### src/wia_pkg.sv
// ============================================================================
// wia_pkg
// Shared types, constants and mode codes for the 256-bit integer unit.
// ============================================================================
package wia_pkg;

    localparam int OPERAND_BITS_DEF = 256;
    localparam int WORD_BITS        = 64;
    localparam int QUEUE_DEPTH      = 2;

    typedef enum logic [3:0] {
        MODE_ADD     = 4'd0,
        MODE_SUB     = 4'd1,
        MODE_SHL     = 4'd2,
        MODE_SAR     = 4'd3,
        MODE_LSR     = 4'd4,
        MODE_MUL     = 4'd5,
        MODE_DIV     = 4'd6,
        MODE_EQ      = 4'd7,
        MODE_LT      = 4'd8,
        MODE_STICKY  = 4'd9,
        MODE_INSERT  = 4'd10,
        MODE_EXTRACT = 4'd11
    } t_mode;

    typedef struct packed {
        logic [3:0]  mode;
        logic [63:0] a_word0;
        logic [63:0] a_word1;
        logic [63:0] a_word2;
        logic [63:0] a_word3;
        logic [63:0] b_word0;
        logic [63:0] b_word1;
        logic [63:0] b_word2;
        logic [63:0] b_word3;
        logic [8:0]  shift_amount;
        logic [7:0]  field_offset;
        logic [8:0]  field_width;
    } t_in;

    typedef struct packed {
        logic [63:0] res_word0;
        logic [63:0] res_word1;
        logic [63:0] res_word2;
        logic [63:0] res_word3;
        logic [63:0] rem_word0;
        logic [63:0] rem_word1;
        logic [63:0] rem_word2;
        logic [63:0] rem_word3;
        logic        flag;
    } t_out;

    // queue/back-end handshake
    typedef struct packed {
        logic valid;
        logic iter;   // multiply or divide: needs the iterative unit
    } t_qstat;

endpackage

### src/wia_front.sv
// ============================================================================
// wia_front
// Accepts items and classifies them; short queue toward the back end.
// ============================================================================
module wia_front #(
    parameter int OPERAND_BITS = wia_pkg::OPERAND_BITS_DEF
) (
    input  logic          i_clk,
    input  logic          i_rst_n,
    input  logic          i_start,
    input  wia_pkg::t_in  i_item,
    output logic          o_full,
    input  logic          i_pop,
    output wia_pkg::t_qstat o_stat,
    output wia_pkg::t_in  o_item
);
    import wia_pkg::*;

    localparam int PW = $clog2(QUEUE_DEPTH);

    t_in              r_mem [QUEUE_DEPTH];
    logic             r_iter [QUEUE_DEPTH];
    logic [PW-1:0]    r_wp, r_rp;
    logic [PW:0]      r_cnt;
    logic             push;

    assign o_full = (r_cnt == (PW+1)'(QUEUE_DEPTH));
    assign push   = i_start && !o_full;

    always_ff @(posedge i_clk) begin
        if (push) begin
            r_mem[r_wp]  <= i_item;
            r_iter[r_wp] <= (i_item.mode == MODE_MUL) || (i_item.mode == MODE_DIV);
        end
    end

    always_ff @(posedge i_clk) begin
        if (!i_rst_n) begin
            r_wp  <= '0;
            r_rp  <= '0;
            r_cnt <= '0;
        end else begin
            if (push) r_wp <= r_wp + 1'b1;
            if (i_pop) r_rp <= r_rp + 1'b1;
            r_cnt <= r_cnt + (PW+1)'(push) - (PW+1)'(i_pop);
        end
    end

    assign o_item       = r_mem[r_rp];
    assign o_stat.valid = (r_cnt != '0);
    assign o_stat.iter  = r_iter[r_rp];
endmodule

### config.mk
export PLATFORM = sky130hd
export DESIGN_NAME = wia_front
export DESIGN_NICKNAME = d
export VERILOG_FILES = /design/src/wia_pkg.sv /design/src/wia_front.sv
export SDC_FILE = /design/constraint.sdc
export NUM_CORES = 1
export LEC_CHECK = 0
export BUFFER_PORTS_ARGS = -buffer_cell sky130_fd_sc_hd__buf_4
export CAP_MARGIN = 25
export CORE_AREA = 8 8 414 416
export CTS_BUF_LIST = sky130_fd_sc_hd__clkbuf_8
export DETAILED_ROUTE_END_ITERATION = 6
export DIE_AREA = 0 0 422 424
export PLACE_DENSITY = 0.45
export SETUP_SLACK_MARGIN = 0.5
export SYNTH_ARGS = -nofsm -noshare
export SYNTH_HDL_FRONTEND = slang
export SYNTH_SLANG_ARGS = --single-unit
### constraint.sdc
create_clock -name i_clk -period 26.2 [get_ports i_clk]
set_input_delay 1.31 -clock i_clk [delete_from_list [all_inputs] [get_ports i_clk]]
set_output_delay 1.31 -clock i_clk [all_outputs]
set_load 0.005 [all_outputs]
======== After elaboration in Yosys (flattened, before gate mapping) ========
Memories as Yosys holds them, arrays and structs flattened. A register that Yosys moved wholly into a read port is not among the register bits.
Cells that the tools add are included.
word-level totals
  bits in registers ....................... 4
  memory bits (writable) .................. 1,086
  input port bits ......................... 546
  output and inout bits ................... 545
  memories ................................ 2
operators by class
  add/sub/neg operators ................... 4
  eq/ne operators ......................... 3
  multiplexer cells ....................... 6
  reduce and logical (&&, ||, !) cells .... 4
memory list
  memory  words  bits a word  rd ports  clocked after memory_dff  write ports  RTL line         RTL
  r_mem   2      542          1         1                         1            wia_front.sv:21  t_in r_mem [QUEUE_DEPTH];
  r_iter  2      1            1         1                         1            wia_front.sv:22  logic r_iter [QUEUE_DEPTH];
operator list
  kind                 count
  $eq 4x3->1 const B   2
  $mux 1               6
  $add 1x1->1 const B  2
  $add 2x1->2          1
  $eq 2x2->1 const B   1
  $reduce_bool 2->1    1
  $sub 2x1->2          1
  $logic_and 1x1->1    1
  $logic_not 1->1      1
  $logic_or 1x1->1     1

======== Longest topological paths before layout ========
  depth after elaboration ................. 5
  depth in mapped cells ................... 8

======== Worst setup path after synthesis ========
OpenSTA, ideal clock, no wires.
  path kind ............................... input -> register
  from .................................... input port i_start
  to ...................................... memory r_iter[0], enable pin
  library setup time ...................... 1.462 ns
  data arrival time ....................... 23.858 ns
  slack ................................... 0.880 ns
  cell stages on the path ................. 2
  buffers on the path ..................... 0
  cells stage by stage .................... nand2_1 nor2_1
between the ends
  longest elaborated chain between the ends .. 3
ends and longest elaborated chain
  element                       RTL line         RTL
  start: declaration            wia_front.sv:10  input logic i_start,
  $logic_and 1x1->1             wia_front.sv:28  assign push = i_start && !o_full;
  $mux 1                        wia_front.sv:31  if (push) begin
  $mux 1 (not written as such)  wia_front.sv:33  r_iter[r_wp] <= (i_item.mode == MODE_MUL) || (i_item.mode == MODE_DIV);
  end: declaration              wia_front.sv:22
No other way between the ends.

==> results.py <==
metrics = {
    "power": {
        "power.clock.fraction": 0.333,
        "p_sw_mw": 1.08,
        "p_comb_frac": 0.152,
        "ir_worst_vdd_mv": 0.0463,
        "pwr-share-seq": 0.514,
        "cellPowerDensity_nw_per_um2": 79.0,
        "p_sw_frac": 0.255,
        "p_leak_nw": 19.7,
        "p_int_mw": 3.16,
    },
    "synthesis": {
        "synth_top_area_frac": 0.826,
        "synth.most_common_cell": "edfxtp_1",
        "synth_edf_count": 1086,
        "netlist_area_um2": 39500,
        "yosysUniqueCellTypes": 19,
        "synth.largest_area_cell": "edfxtp_1",
        "syn_nets": 2265,
        "yosys_warnings": 0,
        "ys_ff_latch": 1091,
        "syn_area_per_cell_um2": 23.0,
        "synth_commonest_cells": "edfxtp_1, mux2_2, mux2_1",
        "postSynthCellCount": 1717,
        "ys.flop_type": "edfxtp_1",
        "synthTopCellsByArea": "edfxtp_1, mux2_2, mux2_1, buf_6, buf_2",
        "ys_seq_area_frac": 0.829,
        "async_flop_share": 0,
    },
    "placement": {
        "gp_congestion": 0.816,
        "preCtsSetupSlack_ns": 20.00,
        "dp_hpwl_um": 92000,
        "io_buffers": 1090,
        "dp.cells": 4954,
    },
    "critical_path": {
        "start_kind": "register",
        "critPathBufInv": 5,
        "critPathMaxFanout": 144,
        "r2r_start": "r_cnt[0]",
        "cp_common_cell": "buf_4",
        "critPathRequiredTime_ns": 24.89,
        "critical_path_class": "reg2out",
        "ff2ff_setup_slack_ns": 21.04,
        "critical-path-top-delay-family": "buffers and inverters",
        "cp.arrival_ns": 4.71,
        "cp-end-kind": "output port",
        "cp_slowest_cell": "dfxtp_4",
        "cpPeakStageDelay_ns": 0.91,
        "path_cells": "buf_12 > buf_4 > buf_4 > buf_16 > mux2_1 > buf_4",
    },
    "sta": {
        "worst_pin_slew_ns": 1.07,
        "setup_viol": 0,
        "rsz0062_at_grt": "no",
        "whs_ns": 0.514,
        "skew_ns": 0.0430,
        "fin_setup_tns_ns": 0,
        "final-hold-violation-count": 0,
        "max_freq_mhz": 166,
        "slew_headroom": 0.285,
        "drv_slew": 0,
        "period_needed_ns": 6.02,
        "setup_slack_ns": 20.18,
        "period_share": 0.230,
    },
    "floorplanning": {
        "num_io_pins": 1091,
        "start_util": 0.240,
        "core_um2": 164000,
        "die-area_um2": 179000,
        "fp.dieH_um": 424,
        "fp.dieW_um": 422,
        "row_count": 149,
    },
    "clocking": {
        "cts_sinks": 1091,
        "cts_hold_buf": 0,
        "cts_tree": "built",
        "h-tree-depth": 4,
        "path_clk_slew_ns": 0.05,
        "clk-insertion-delay-late_ns": 0.90,
        "post_cts_resized": 0,
        "root_buffer": "clkbuf_8",
        "postCtsSetupRepairBufs": 0,
        "cts_buffer_depth": 3,
        "cts_buffers": 191,
    },
    "finish": {
        "syn2layout_area_growth_pct": 36.0,
        "fin_cells": 5318,
        "finalNetCount": 3507,
        "drive_above_1_share": 0.523,
        "multi_input_area_um2": 6260,
        "fillers": 16100,
        "regArea_um2": 32700,
    },
    "detailed_routing": {
        "detail-route-antenna-nets": 0,
        "drtIter0Drc": 1014,
        "dr.pass1.iters": 4,
        "vias_per_cell": 3.94,
        "via_count": 21000,
        "drc_errors": 0,
        "post_drt_wl_per_cell_um": 23.9,
        "drt_wl_total_um": 127000,
    },
    "global_route": {
        "grt_overflow": 0,
        "grt_pass1_wl_um": 171000,
        "grtUsageTotal": 0.133,
        "grt_max_degree": 149,
        "grt_pass1_vias": 22600,
        "antenna_found_initial": 19,
    },
    "outcome": {
        "outcome": "finished clean",
    },
    "worst_hold_path": {
        "hold_class": "reg2reg",
        "min_from": "r_rp",
    },
    "job": {
        "cap_violations": 0,
    },
}
-- through the flow --
| step | cell area [um2] | power (mW) | util |
|---|---|---|---|
| 2_1_floorplan | 39500 | 2.61 | - |
| 3_3_place_gp | 50100 | 2.88 | 0.305 |
| 3_5_place_dp | 50100 | 2.88 | 0.305 |
| 4_1_cts | 53600 | 4.33 | 0.326 |
| 5_1_grt | 53600 | 4.43 | 0.326 |
| 6_report | 53600 | 4.24 | 0.326 |
-- kinds of logic (layout without fill, tap and decap cells) --
logic type,after synthesis,in the layout,share of synthesized area
DFF,1091,1091,0.829
muxes,544,544,0.155
buffers and inverters,63,1457,0.0127
and+or+nand+nor,14,14,0.00184
xor gates and xnor gates,3,3,0.000666
adders and majority gates,2,2,0.000634
other,0,18,0
-- placed cells by master (no fill, tap or decap), types with 18 or more instances in the layout --
cell / count
inv_1: 62
mux2_2: 283
clkinv_2: 19
clkinv_1: 55
buf_4: 1101
diode_2: 18
edfxtp_1: 1086
clkbuf_8: 194
mux2_1: 260
-- flip-flops by register name, indices dropped and copies added, names as in the netlist, named ones only --
name and count:
r_iter 2, r_cnt 2, r_wp 1, r_rp 1, r_mem 1084
-- power groups by stage --
stage	Combinational, mW	Clock [mW]	Sequential, mW
floorplan	0.256	0	2.35
detailed placement	0.663	0	2.22
finish	0.646	1.41	2.18
global placement	0.663	0	2.21
global route	0.691	1.55	2.19
CTS	0.667	1.48	2.18
-- worst paths after layout --
path                            cells after the start             to
worst min register to register                      2           r_rp
worst min-delay path                                2           r_rp
worst max-delay path                                6    o_item[278]
worst max register to register                      6  r_mem[1][325]
-- layer usage --
layer,up-vias,global-route usage,part of all wire
met1,10600,0.137,0.36
met3,173,0.0564,0.081
met5,-,0,0.00019
met2,753,0.242,0.54
met4,4,0.0475,0.022
li1,9421,-,-
-- worst reg2reg max path: cells and delay by family (launching register included) --
family	cells	cell delay, ns
AND/OR/NAND/NOR	2	0.94
buffers and inverters	4	3.38
flip-flops	1	0.34
-- cell type report --
cell class / instances / area share
tap: 2189 / 0.0511
clock inverter: 151 / 0.0143
multi-input combinational: 563 / 0.117
antenna: 18 / 0.000840
clock buffer: 194 / 0.0498
inverter: 3 / 0.000210
sequential: 1091 / 0.610
timing repair buffer: 1109 / 0.157
Note: power is estimated with default switching activity, not from simulation.
